===== src/design/tcs_pkg.sv =====
package tcs_pkg;

  typedef struct packed {
    logic [7:0] data_byte;
    logic       end_of_packet;
  } in_word_t;

  typedef struct packed {
    logic        summary_valid;
    logic        accepted;
    logic [7:0]  content_type;
    logic [7:0]  major_version;
    logic [7:0]  minor_version;
    logic [15:0] record_length;
    logic        client_hello;
    logic [15:0] max_version;
    logic [7:0]  sni_length;
    logic        sni_byte_valid;
    logic [7:0]  sni_byte;
    logic [7:0]  sni_position;
  } out_word_t;

  localparam logic [7:0]  REC_HANDSHAKE   = 8'd22;
  localparam logic [7:0]  HS_CLIENT_HELLO = 8'd1;
  localparam logic [15:0] EXT_SNI         = 16'h0000;
  localparam logic [15:0] EXT_SUP_VERS    = 16'h002B;
  localparam logic [7:0]  HOST_NAME_TYPE  = 8'h00;
  localparam logic [23:0] FIXED_PART      = 24'd34;
  localparam logic [16:0] COUNT_MAX       = 17'h1FFFF;

  localparam logic [1:0] CLS_OTHER = 2'd0;
  localparam logic [1:0] CLS_SNI   = 2'd1;
  localparam logic [1:0] CLS_SV    = 2'd2;

  typedef enum logic [17:0] {
    PH_HDR      = 18'b000000000000000001,
    PH_HS_TYPE  = 18'b000000000000000010,
    PH_HS_LEN   = 18'b000000000000000100,
    PH_FIXED    = 18'b000000000000001000,
    PH_SID_LEN  = 18'b000000000000010000,
    PH_SID      = 18'b000000000000100000,
    PH_CS_LEN   = 18'b000000000001000000,
    PH_CS       = 18'b000000000010000000,
    PH_COMP_LEN = 18'b000000000100000000,
    PH_COMP     = 18'b000000001000000000,
    PH_EXTS_LEN = 18'b000000010000000000,
    PH_EXT_TYPE = 18'b000000100000000000,
    PH_EXT_LEN  = 18'b000001000000000000,
    PH_SNI_HEAD = 18'b000010000000000000,
    PH_SNI_NAME = 18'b000100000000000000,
    PH_SV       = 18'b001000000000000000,
    PH_EXT_SKIP = 18'b010000000000000000,
    PH_IDLE     = 18'b100000000000000000
  } phase_t;

endpackage


===== src/design/tcs_fifo.sv =====
module tcs_fifo #(
  parameter int WIDTH = 8,
  parameter int DEPTH = 2
) (
  input  logic             clk,
  input  logic             rst,
  input  logic             wr_en,
  input  logic [WIDTH-1:0] wr_data,
  output logic             full,
  input  logic             rd_en,
  output logic [WIDTH-1:0] rd_data,
  output logic             empty
);
  localparam int AW = (DEPTH > 1) ? $clog2(DEPTH) : 1;

  logic [WIDTH-1:0] mem [DEPTH];
  logic [AW-1:0]    wr_ptr;
  logic [AW-1:0]    rd_ptr;
  logic [AW:0]      count;
  logic             do_wr;
  logic             do_rd;

  assign full    = (count == (AW+1)'(DEPTH));
  assign empty   = (count == '0);
  assign do_wr   = wr_en && !full;
  assign do_rd   = rd_en && !empty;
  assign rd_data = mem[rd_ptr];

  // store incoming word
  always_ff @(posedge clk) begin
    if (do_wr) begin
      mem[wr_ptr] <= wr_data;
    end
  end

  // advance pointers and count
  always_ff @(posedge clk) begin
    if (rst) begin
      wr_ptr <= '0;
      rd_ptr <= '0;
      count  <= '0;
    end else begin
      if (do_wr) begin
        wr_ptr <= (wr_ptr == AW'(DEPTH - 1)) ? '0 : wr_ptr + 1'b1;
      end
      if (do_rd) begin
        rd_ptr <= (rd_ptr == AW'(DEPTH - 1)) ? '0 : rd_ptr + 1'b1;
      end
      count <= count + (AW+1)'(do_wr) - (AW+1)'(do_rd);
    end
  end
endmodule


===== src/design/tcs_parser.sv =====
module tcs_parser #(
  parameter int SNI_CAPACITY = 256
) (
  input  logic                clk,
  input  logic                rst,
  input  logic                step,
  input  tcs_pkg::in_word_t   in_word,
  output tcs_pkg::out_word_t  out_word
);
  logic [7:0] b;
  logic       eop;
  assign b   = in_word.data_byte;
  assign eop = in_word.end_of_packet;

  tcs_pkg::phase_t phase, phase_next;
  logic [16:0] byte_count, byte_count_next;
  logic [23:0] field_rem, field_rem_next;
  logic [23:0] body_rem, body_rem_next;
  logic [15:0] exts_rem, exts_rem_next;
  logic [15:0] ext_rem, ext_rem_next;
  logic [23:0] shift, shift_next;
  logic [39:0] hdr, hdr_next;
  logic [15:0] best, best_next;
  logic [7:0]  host_len, host_len_next;
  logic        hello, hello_next;

  logic [23:0] body_dec, field_dec;
  logic [15:0] exts_dec, ext_dec;
  logic [23:0] sh16;
  logic [15:0] ext_n;
  logic [15:0] v;
  logic [16:0] cnt_inc;
  logic [17:0] rec_end;
  logic        acc;

  assign body_dec = (body_rem != '0) ? body_rem - 1'b1 : body_rem;
  assign field_dec = (field_rem != '0) ? field_rem - 1'b1 : field_rem;
  assign exts_dec = (exts_rem != '0) ? exts_rem - 1'b1 : exts_rem;
  assign ext_dec  = (ext_rem != '0) ? ext_rem - 1'b1 : ext_rem;
  assign sh16     = {8'h00, shift[7:0], b};
  assign ext_n    = {shift[7:0], b};

  // next parse state for one byte
  always_comb begin
    phase_next     = phase;
    field_rem_next = field_rem;
    body_rem_next  = body_rem;
    exts_rem_next  = exts_rem;
    ext_rem_next   = ext_rem;
    shift_next     = shift;
    hdr_next       = hdr;
    best_next      = best;
    host_len_next  = host_len;
    hello_next     = hello;
    v              = '0;
    out_word       = '0;
    case (phase)
      tcs_pkg::PH_HDR: begin
        hdr_next = {hdr[31:0], b};
        if (byte_count == 17'd4) begin
          if (hdr_next[39:32] == tcs_pkg::REC_HANDSHAKE && hdr_next[15:0] >= 16'd4) begin
            phase_next = tcs_pkg::PH_HS_TYPE;
          end else begin
            phase_next = tcs_pkg::PH_IDLE;
          end
        end
      end
      tcs_pkg::PH_HS_TYPE: begin
        if (b == tcs_pkg::HS_CLIENT_HELLO) begin
          phase_next     = tcs_pkg::PH_HS_LEN;
          field_rem_next = 24'd3;
          shift_next     = '0;
        end else begin
          phase_next = tcs_pkg::PH_IDLE;
        end
      end
      tcs_pkg::PH_HS_LEN: begin
        shift_next     = {shift[15:0], b};
        field_rem_next = field_dec;
        if (field_dec == '0) begin
          if ({1'b0, shift_next} + 25'd4 > {9'd0, hdr[15:0]}) begin
            phase_next = tcs_pkg::PH_IDLE;
          end else begin
            hello_next    = 1'b1;
            body_rem_next = shift_next;
            if (shift_next < tcs_pkg::FIXED_PART) begin
              phase_next = tcs_pkg::PH_IDLE;
            end else begin
              phase_next     = tcs_pkg::PH_FIXED;
              field_rem_next = tcs_pkg::FIXED_PART;
            end
          end
        end
      end
      tcs_pkg::PH_FIXED: begin
        body_rem_next  = body_dec;
        field_rem_next = field_dec;
        if (field_dec == '0) begin
          phase_next = (body_dec == '0) ? tcs_pkg::PH_IDLE : tcs_pkg::PH_SID_LEN;
        end
      end
      tcs_pkg::PH_SID_LEN, tcs_pkg::PH_COMP_LEN: begin
        body_rem_next = body_dec;
        if ({16'd0, b} > body_dec) begin
          phase_next = tcs_pkg::PH_IDLE;
        end else if (b == 8'd0) begin
          if (phase == tcs_pkg::PH_SID_LEN) begin
            if (body_dec < 24'd2) begin
              phase_next = tcs_pkg::PH_IDLE;
            end else begin
              phase_next = tcs_pkg::PH_CS_LEN;
              field_rem_next = 24'd2;
              shift_next = '0;
            end
          end else begin
            if (body_dec < 24'd2) begin
              phase_next = tcs_pkg::PH_IDLE;
            end else begin
              phase_next = tcs_pkg::PH_EXTS_LEN;
              field_rem_next = 24'd2;
              shift_next = '0;
            end
          end
        end else begin
          phase_next = (phase == tcs_pkg::PH_SID_LEN) ? tcs_pkg::PH_SID : tcs_pkg::PH_COMP;
          field_rem_next = {16'd0, b};
        end
      end
      tcs_pkg::PH_SID, tcs_pkg::PH_CS, tcs_pkg::PH_COMP: begin
        body_rem_next  = body_dec;
        field_rem_next = field_dec;
        if (field_dec == '0) begin
          if (phase == tcs_pkg::PH_CS) begin
            phase_next = (body_dec == '0) ? tcs_pkg::PH_IDLE : tcs_pkg::PH_COMP_LEN;
          end else if (body_dec < 24'd2) begin
            phase_next = tcs_pkg::PH_IDLE;
          end else begin
            phase_next = (phase == tcs_pkg::PH_SID) ? tcs_pkg::PH_CS_LEN
                                                   : tcs_pkg::PH_EXTS_LEN;
            field_rem_next = 24'd2;
            shift_next = '0;
          end
        end
      end
      tcs_pkg::PH_CS_LEN, tcs_pkg::PH_EXTS_LEN: begin
        body_rem_next  = body_dec;
        shift_next     = sh16;
        field_rem_next = field_dec;
        if (field_dec == '0) begin
          if (sh16 > body_dec) begin
            phase_next = tcs_pkg::PH_IDLE;
          end else if (phase == tcs_pkg::PH_EXTS_LEN) begin
            exts_rem_next = sh16[15:0];
            if (sh16[15:0] < 16'd4) begin
              phase_next = tcs_pkg::PH_IDLE;
            end else begin
              phase_next = tcs_pkg::PH_EXT_TYPE;
              field_rem_next = 24'd2;
              shift_next = '0;
            end
          end else if (sh16 == '0) begin
            phase_next = (body_dec == '0) ? tcs_pkg::PH_IDLE : tcs_pkg::PH_COMP_LEN;
          end else begin
            phase_next = tcs_pkg::PH_CS;
            field_rem_next = sh16;
          end
        end
      end
      tcs_pkg::PH_EXT_TYPE: begin
        body_rem_next  = body_dec;
        exts_rem_next  = exts_dec;
        shift_next     = sh16;
        field_rem_next = field_dec;
        if (field_dec == '0) begin
          if (sh16[15:0] == tcs_pkg::EXT_SNI) begin
            shift_next = {6'd0, tcs_pkg::CLS_SNI, 16'd0};
          end else if (sh16[15:0] == tcs_pkg::EXT_SUP_VERS) begin
            shift_next = {6'd0, tcs_pkg::CLS_SV, 16'd0};
          end else begin
            shift_next = {6'd0, tcs_pkg::CLS_OTHER, 16'd0};
          end
          phase_next     = tcs_pkg::PH_EXT_LEN;
          field_rem_next = 24'd2;
        end
      end
      tcs_pkg::PH_EXT_LEN: begin
        body_rem_next  = body_dec;
        exts_rem_next  = exts_dec;
        shift_next     = {shift[23:16], ext_n};
        field_rem_next = field_dec;
        if (field_dec == '0) begin
          if (ext_n > exts_dec) begin
            phase_next = tcs_pkg::PH_IDLE;
          end else begin
            ext_rem_next   = ext_n;
            field_rem_next = '0;
            shift_next     = '0;
            if (ext_n == '0) begin
              if (exts_dec < 16'd4) begin
                phase_next = tcs_pkg::PH_IDLE;
              end else begin
                phase_next = tcs_pkg::PH_EXT_TYPE;
                field_rem_next = 24'd2;
              end
            end else if (shift[17:16] == tcs_pkg::CLS_SNI && ext_n >= 16'd5) begin
              phase_next = tcs_pkg::PH_SNI_HEAD;
            end else if (shift[17:16] == tcs_pkg::CLS_SV && ext_n >= 16'd2) begin
              phase_next = tcs_pkg::PH_SV;
            end else begin
              phase_next = tcs_pkg::PH_EXT_SKIP;
            end
          end
        end
      end
      tcs_pkg::PH_SNI_HEAD, tcs_pkg::PH_SNI_NAME, tcs_pkg::PH_SV,
      tcs_pkg::PH_EXT_SKIP: begin
        body_rem_next = body_dec;
        exts_rem_next = exts_dec;
        ext_rem_next  = ext_dec;
        if (phase == tcs_pkg::PH_SNI_HEAD) begin
          if (field_rem == 24'd2) begin
            shift_next = {b, 16'd0};
          end else if (field_rem >= 24'd3) begin
            shift_next = {shift[23:16], shift[7:0], b};
          end
          field_rem_next = field_rem + 1'b1;
          if (field_rem == 24'd4) begin
            if (shift_next[23:16] == tcs_pkg::HOST_NAME_TYPE &&
                {1'b0, shift_next[15:0]} < 17'(SNI_CAPACITY) &&
                shift_next[15:0] <= ext_dec) begin
              host_len_next = shift_next[7:0];
              if (shift_next[15:0] == '0) begin
                phase_next = tcs_pkg::PH_EXT_SKIP;
              end else begin
                phase_next     = tcs_pkg::PH_SNI_NAME;
                field_rem_next = '0;
                shift_next     = {8'd0, shift_next[15:0]};
              end
            end else begin
              phase_next = tcs_pkg::PH_EXT_SKIP;
            end
          end
        end else if (phase == tcs_pkg::PH_SNI_NAME) begin
          out_word.sni_byte_valid = 1'b1;
          out_word.sni_byte       = b;
          out_word.sni_position   = field_rem[7:0];
          field_rem_next          = field_rem + 1'b1;
          if (field_rem_next >= shift) phase_next = tcs_pkg::PH_EXT_SKIP;
        end else if (phase == tcs_pkg::PH_SV) begin
          if (field_rem == '0) begin
            shift_next = {8'd0, b, 8'd0};
          end else if (field_rem[0]) begin
            shift_next = {8'd0, shift[15:8], b};
          end else if (field_rem <= {16'd0, shift[15:8]}) begin
            v = {shift[7:0], b};
            if (v > best) best_next = v;
          end
          field_rem_next = field_rem + 1'b1;
        end
        // extension done: move to next header or stop
        if (ext_dec == '0) begin
          if (exts_dec < 16'd4) begin
            phase_next = tcs_pkg::PH_IDLE;
          end else begin
            phase_next     = tcs_pkg::PH_EXT_TYPE;
            field_rem_next = 24'd2;
            shift_next     = '0;
          end
        end
      end
      default: begin
      end
    endcase

    byte_count_next = (byte_count < tcs_pkg::COUNT_MAX) ? byte_count + 1'b1 : byte_count;
    cnt_inc = byte_count_next;
    rec_end = 18'd5 + {2'd0, hdr_next[15:0]};
    acc     = rec_end <= {1'b0, cnt_inc};
    if (eop) begin
      out_word.summary_valid = 1'b1;
      if (cnt_inc >= 17'd5) begin
        out_word.accepted      = acc;
        out_word.content_type  = hdr_next[39:32];
        out_word.major_version = hdr_next[31:24];
        out_word.minor_version = hdr_next[23:16];
        out_word.record_length = hdr_next[15:0];
        if (acc) begin
          out_word.client_hello = hello_next;
          out_word.max_version  = best_next;
          out_word.sni_length   = host_len_next;
        end
      end
    end
  end

  // update state; end of packet returns to reset
  always_ff @(posedge clk) begin
    if (rst || (step && eop)) begin
      phase      <= tcs_pkg::PH_HDR;
      byte_count <= '0;
      field_rem  <= '0;
      body_rem   <= '0;
      exts_rem   <= '0;
      ext_rem    <= '0;
      shift      <= '0;
      hdr        <= '0;
      best       <= '0;
      host_len   <= '0;
      hello      <= 1'b0;
    end else if (step) begin
      phase      <= phase_next;
      byte_count <= byte_count_next;
      field_rem  <= field_rem_next;
      body_rem   <= body_rem_next;
      exts_rem   <= exts_rem_next;
      ext_rem    <= ext_rem_next;
      shift      <= shift_next;
      hdr        <= hdr_next;
      best       <= best_next;
      host_len   <= host_len_next;
      hello      <= hello_next;
    end
  end
endmodule


===== src/design/tls_client_hello_sni_parser.sv =====
// A byte goes via the input queue, the parser and the result queue to the result ports.
// Throughput: one byte per cycle unless stalled; the state machine steps once per byte.
// A two-word input queue and a two-word result queue let each side stall alone.
// Reset: rst is synchronous, active high; it empties both queues and returns
// the parser to the record header phase.
module tls_client_hello_sni_parser #(
  parameter int SNI_CAPACITY = 256
) (
  input  logic               clk,
  input  logic               rst,
  input  logic               push,
  output logic               full,
  input  tcs_pkg::in_word_t  in_data,
  output logic               empty,
  input  logic               pop,
  output tcs_pkg::out_word_t out_data
);
  tcs_pkg::in_word_t  q_word;
  tcs_pkg::out_word_t res_word;
  logic q_empty;
  logic res_full;
  logic step;

  assign step = !q_empty && !res_full;

  // front: hold incoming bytes
  tcs_fifo #(.WIDTH($bits(tcs_pkg::in_word_t)), .DEPTH(2)) u_in_q (
    .clk(clk), .rst(rst),
    .wr_en(push), .wr_data(in_data), .full(full),
    .rd_en(step), .rd_data(q_word), .empty(q_empty)
  );

  // back: parse one byte per step
  tcs_parser #(.SNI_CAPACITY(SNI_CAPACITY)) u_parser (
    .clk(clk), .rst(rst), .step(step),
    .in_word(q_word), .out_word(res_word)
  );

  // results wait here for pop
  tcs_fifo #(.WIDTH($bits(tcs_pkg::out_word_t)), .DEPTH(2)) u_out_q (
    .clk(clk), .rst(rst),
    .wr_en(step), .wr_data(res_word), .full(res_full),
    .rd_en(pop), .rd_data(out_data), .empty(empty)
  );
endmodule

===== config.mk =====
export PLATFORM = sky130hd
export DESIGN_NAME = tls_client_hello_sni_parser
export DESIGN_NICKNAME = d
export VERILOG_FILES = /design/src/design/tcs_pkg.sv /design/src/design/tcs_fifo.sv /design/src/design/tcs_parser.sv /design/src/design/tls_client_hello_sni_parser.sv
export SDC_FILE = /design/constraint.sdc
export NUM_CORES = 1
export LEC_CHECK = 0
export BUFFER_PORTS_ARGS = -buffer_cell sky130_fd_sc_hd__buf_2
export CORE_MARGIN = 2
export CORE_UTILIZATION = 57
export DETAILED_ROUTE_END_ITERATION = 8
export GPL_TIMING_DRIVEN = 1
export MAX_ROUTING_LAYER = met4
export PLACE_DENSITY_LB_ADDON = 0.05
export SYNTH_ARGS = -nofsm -noshare
export SYNTH_HDL_FRONTEND = slang
export SYNTH_SLANG_ARGS = --single-unit
export TNS_END_PERCENT = 100

===== constraint.sdc =====
create_clock -name clk -period 6.51 [get_ports clk]
set_input_delay 0 -clock clk [delete_from_list [all_inputs] [get_ports clk]]
set_output_delay 0 -clock clk [all_outputs]
set_load 0.05 [all_outputs]

# [Word level (Yosys, flattened, before mapping)]
# Memories as Yosys holds them, arrays and structs flattened. A register that Yosys moved wholly into a read port is not among the register bits.
# Index checks and enable logic that the tools add are counted.
[classes] addsub=16 magnitude_cmp=20 n_eq_ne=46 n_mux=147 n_reduce_logical=50
[op_table] cell="$mux W24" n=57
[op_table] cell="$mux W18" n=34
[op_table] cell="$mux W16" n=17
[op_table] cell="$pmux W24 S9" n=1
[op_table] cell="$pmux W24 S8" n=1
[op_table] cell="$pmux W18 S10" n=1
[op_table] cell="$mux W17" n=7
[op_table] cell="$logic_not A24 Y1" n=4
[op_table] cell="$mux W67" n=1
[op_table] cell="$mux W66" n=1
[op_table] cell="$pmux W16 S2" n=2
[op_table] cell="$logic_not A16 Y1" n=3
[op_table] cell="$pmux W24 S2" n=1
[op_table] cell="$reduce_bool A24 Y1" n=2
[op_table] cell="$sub A24 B1 Y24 const B" n=2
[op_table] cell="$mux W40" n=1
[op_table] cell="$ge A16 B3 Y1 const B" n=2
[op_table] cell="$gt A16 B16 Y1" n=2
[op_table] cell="$lt A16 B3 Y1 const B" n=2
[op_table] cell="$mux W8" n=4
[op_table] cell="$reduce_bool A16 Y1" n=2
[op_table] cell="$sub A16 B1 Y16 const B" n=2
[op_table] cell="$add A24 B3 Y25 const B" n=1
[op_table] cell="$gt A25 B16 Y1" n=1
[op_table] cell="other kinds (73)" n=128
[word_totals] regBits=212 ram_bits=186 input_bits=13 out_inout_bits=86 word_cells=299 mem_count=2
[mem_list] memory="u_out_q.mem" words=2 word_bits=84 read_ports=1 rd_clocked_by_memory_dff=1 write_ports=1 line="tcs_fifo.sv:16" text="logic [WIDTH-1:0] mem [DEPTH];"
[mem_list] memory="u_in_q.mem" words=2 word_bits=9 read_ports=1 rd_clocked_by_memory_dff=1 write_ports=1 line="tcs_fifo.sv:16"

# [Longest topological paths before layout]
[logic_depth] word_depth=15 mapped_depth=28 ltp_nobuf=23

# [Cells and area by module]
# Synthesis repeated with hierarchy kept, for this count alone.
[hier_totals] hier_cells=3189 area_unflattened_um2=26932.1
[modules_own_cells] module="tcs_parser" n_inst=1 cells_per_inst=2845 area_per_inst_um2=19735.2
[modules_own_cells] module="tcs_fifo at u_out_q" n_inst=1 cells_per_inst=288 area_per_inst_um2=6311.1
[modules_own_cells] module="tcs_fifo at u_in_q" n_inst=1 cells_per_inst=55 area_per_inst_um2=882.1
[modules_own_cells] module="tls_client_hello_sni_parser" n_inst=1 cells_per_inst=1 area_per_inst_um2=3.8

# [Worst setup path before layout]
# OpenSTA, ideal clock, no wires.
[synth_timing] path_kind="reg-to-reg" start="register (tool-made name)" end="register u_parser.field_rem[14]" setup_ns=0.124 arrival_time_ns=5.643 slack_ns=0.743 stages_incl_launch_ff=24 n_path_buf=5 cell_sequence="dfxtp_1 -> buf_1 -> clkbuf_1 -> mux2i_1 -> inv_1 -> clkbuf_1 -> ha_1 -> a21boi_0 -> and3_1 -> clkbuf_1 -> nand2_1 -> xnor2_1 -> ha_1 -> a2111oi_0 -> o21ai_0 -> a311oi_1 -> o211ai_1 -> o41ai_1 -> a31oi_1 -> a211oi_2 -> clkbuf_1 -> a211oi_1 -> a221oi_1 -> o21ai_0"
[synth_rtl] item="end signal, assigned" line="tcs_parser.sv:313" text="field_rem <= field_rem_next;"
[synth_rtl] item="end, declared" line="tcs_parser.sv:17" text="logic [23:0] field_rem, field_rem_next;"

# [Final worst setup path]
[layout_timing] start="register u_parser.body_rem[1]" end="register u_parser.exts_rem[15]"
[layout_between] elab_chain_len=5 elab_cells_between_ends=6
[layout_lines] item="start, declared" line="tcs_parser.sv:18" text="logic [23:0] body_rem, body_rem_next;"
[layout_lines] item="start signal, assigned" line="tcs_parser.sv:314" text="body_rem <= body_rem_next;"
[layout_lines] item="$sub A24 B1 Y24 or $reduce_bool A24 Y1 (tied branches)" line="tcs_parser.sv:36" text="assign body_dec = (body_rem != '0) ? body_rem - 1'b1 : body_rem;"
[layout_lines] item="$mux W24 *" line="tcs_parser.sv:36"
[layout_lines] item="$gt A16 B24 Y1 *" line="tcs_parser.sv:150" text="if (sh16 > body_dec) begin"
[layout_lines] item="$ne A2 B2 Y1 (no source line) *"
[layout_lines] item="$reduce_and A5 Y1 (no source line) *"
[layout_lines] item="end signal, assigned" line="tcs_parser.sv:315" text="exts_rem <= exts_rem_next;"
[layout_lines] item="end, declared" line="tcs_parser.sv:19" text="logic [15:0] exts_rem, exts_rem_next;"
# Mark *: on every way between the ends. The rest lies on a longest branch, timed or not.
# A chain may end at the register's enable or synchronous reset.

==> metrics.txt <==
vias in the first global route=23,000; Yosys cell types=99; Worst-Margin Slew=1.24 ns; DRT Pass-1 Iters=7; post-synthesis mux area share=5.89%; vias per cell=6.63; antenna-violating nets left=0; GRT Total Usage=37.9%; Worst VDD drop=477 µV; post-synthesis sequential area ratio=37.4%; Die Span Y=219 µm; most used cell, CP=nand2_1; synthesis warning total=0; Mapped Cells=3,089; pwr dens=327 nW/µm²; Max Cap Viol=0; IO Port Bufs=98; root buf cell=clkbuf_16; Clk pin slew, worst setup/hold paths=0.06 ns; clock buffer depth=3; final wirelength=90,000 µm; Slowest cell on crit path=a2111oi_1; crit-path cells=inv_1, ha_1, nor4b_1, nand2_1, or3_1, nand2_1, or3_1, xor2_1, ha_1, a21oi_1, nand2_1, a21o_1, o21a_1, a2111oi_1, nor4b_4, nand3b_2, nor2_1, o21a_1, o211ai_1, a21oi_1; Final setup violation count=0; IO Pins=99; H-tree depth=2; Mapped Area=26,400 µm²; CP Max Fanout=15; Synth Register Bits=400; Tcrit/Tclk final=94.3%; first-pass GRT wire length=136,000 µm; Post-Synth Adder-Cell Area=7.02%; chip width=219 µm; wire length per cell=23.9 µm; proportion of layout cells with a drive suffix above 1=12.3%; Hold WC Path Type=in2reg; leakage=10.9 nW; gpl congestion=0.996; kind of critical path=reg2reg; main combinational cell family by area after synthesis=simple AND/OR/NAND/NOR gates; complex-gate fraction of the synthesized area=18.1%; Critical Path RT=7.04 ns; number of enable flip-flop cells after synthesis=186; share of flip-flops with an asynchronous set or reset=0%; XOR/XNOR share of the synthesized area=4.29%; count of final hold-check violations=0; Initial Util=58.0%; initial antenna violation count=0; Clock Sinks=400; total CTS buffers=44; DR iter-0 viols=3,033; CTS tree=yes; Worst Clk Skew=0.0209 ns; post-route minimum period=6.14 ns; Rel. slew slack=17.4%; Syn-to-layout area delta=10.4%; setup TNS=0 ns; Critical Path Max Stage Delay=0.70 ns; simple-gate share of the synthesized area=22.7%; Placeable Area=45,500 µm²; Die Outline Area=48,000 µm²; outcome=finished, final reports clean; FMAX=0.163 GHz; clk_lat worst skew=0.61 ns; post-layout util=64.0%; kind of end point of the critical path=flip-flop; largest net degree at the start of global routing=71; Slew Viols, Final=0; Synth Net Count=3,250; postcts setup bufs=0; post-DP HPWL=64,200 µm; Nets=3,291; row cnt=78; Antenna diodes=0; crit path DAT=6.67 ns; RSZ-0062 raised after global routing=false; DRC viols=0; global route total overflow=0; vias=24,900; Main synth FF type=dfxtp_1; Avg Cell Area, Syn=8.54 µm²; Startpoint Class=flip-flop
==> synth_stat cells, drive strengths merged (13+ instances only) <==
cell type	number	share of area (%)
nand2	407	5.8
nor2	309	4.4
a21oi	250	4.8
dfxtp	214	16
edfxtp	186	21
clkbuf	161	2.3
ha	148	7.0
o21ai	143	2.7
inv	113	1.6
mux2	89	3.8
xnor2	83	2.8
nand3	82	1.6
nor3	73	1.4
nand4	64	1.5
mux2i	55	2.1
o211ai	50	1.4
a211oi	46	1.3
xor2	46	1.5
a21o	45	1.3
nor4	45	1.3
buf	36	0.71
or3	34	0.81
a31oi	31	0.74
and3	29	0.69
a22oi	24	0.68
and2	24	0.57
nor2b	24	0.57
nand4b	19	0.63
nand2b	17	0.40
a221oi	16	0.56
or4	16	0.48
and4	15	0.50
o22ai	15	0.36
o21a	13	0.37
o31ai	13	0.44
==> cell type report <==
cell class	count	area, µm²
clock buffer	66	1240
clock inverter	15	223
fill	3873	16400
inverter	114	428
multi-input combinational	2378	15400
sequential	400	9870
tap	600	751
timing repair buffer	192	1230
==> cell families (layout without fill, tap and decap cells) <==
group,count (synthesis),after routing
AOI/OAI and AO/OA,742,742
xor gates and xnor gates,129,129
adders and majority gates,148,148
buffers and inverters,311,387
DFF,400,400
muxes,144,144
and+or+nand+nor,1215,1215
==> worst paths after layout <==
path,end,from,slack (ns),cells past startpoint
max,u_parser.exts_rem[15],u_parser.body_rem[1],0.37,20
min,u_in_q.mem[0][0],in_data[0],0.15,2
max reg2reg,u_parser.exts_rem[15],u_parser.body_rem[1],0.37,20
min reg2reg,u_parser.hdr[37],u_parser.hdr[37],0.46,2
==> through the flow <==
step | hold WS, ns | area [µm²] | cells | setup slack (ns) | power, W
2_1_floorplan | 0.0989 | 26400 | 3089 | 0.743 | 0.00598
3_3_place_gp | 0.202 | 27500 | 3672 | 0.497 | 0.00689
3_5_place_dp | 0.212 | 27500 | 3672 | 0.186 | 0.00695
4_1_cts | 0.134 | 29100 | 3765 | 0.204 | 0.00951
5_1_grt | 0.170 | 29100 | 3765 | 0.0525 | 0.00988
6_report | 0.155 | 29100 | 3765 | 0.369 | 0.00953
==> report_power, final <==
part / leakage, nW / internal [W] / switching, W
Combinational: 6.70 / 0.00101 / 0.00266
Clock: 0.713 / 0.00149 / 0.00108
Sequential: 3.50 / 0.00311 / 0.000179
Total: 10.9 / 0.00561 / 0.00392
==> worst max-delay path, delay by kind of cell, from the launching register on <==
family                     cells  cell delay [ns]
buffers and inverters          1             0.13
and+or+nand+nor                9             2.76
xor gates and xnor gates       1             0.20
adders and majority gates      2             0.47
AOI/OAI and AO/OA              7             2.13
DFF                            1             0.36
==> routing by layer <==
metal  vias up  global-route usage (%)  part of all wire [%]
met4         0                    17.3                   5.0
met1     12000                    49.4                    41
met2      1310                    58.3                    45
met5         -                       -                     0
li1      11400                       -                     -
met3       291                    5.85                   9.2
==> sequential cells by signal, summed over array words and instances, names as in the netlist, named ones only <==
signal and count:
u_out_q.wr_ptr 1, u_parser.byte_count 17, u_in_q.mem 18, u_parser.shift 24, u_in_q.rd_ptr 1, u_parser.field_rem 24, u_parser.ext_rem 16, u_parser.phase 18
u_parser.hdr 40, u_parser.host_len 8, u_parser.body_rem 24, u_parser.best 16, u_out_q.rd_ptr 1, u_out_q.count 2, u_out_q.mem 168, u_in_q.count 2
u_parser.exts_rem 16, u_parser.hello 1, u_in_q.wr_ptr 1
==> layout by cell type (no fill, tap or decap), drive strengths merged, types with 46 or more instances in the layout <==
cell type and n:
mux2i 55, buf 180, mux2 89, nor2 309, clkbuf 66, xor2 46, o21ai 143, nor3 73
edfxtp 186, nand3 82, nand4 64, ha 148, inv 114, a211oi 46, xnor2 83, nand2 407
o211ai 50, a21oi 250, dfxtp 214
==> timing repair <==
action                                 4_1_cts  5_1_grt
endpoints found under the hold margin       29        0
hold buffers                                12        0
setup endpoints to repair                    0       68
gates resized for setup                      0        4
(Power assumes the default switching activity.)
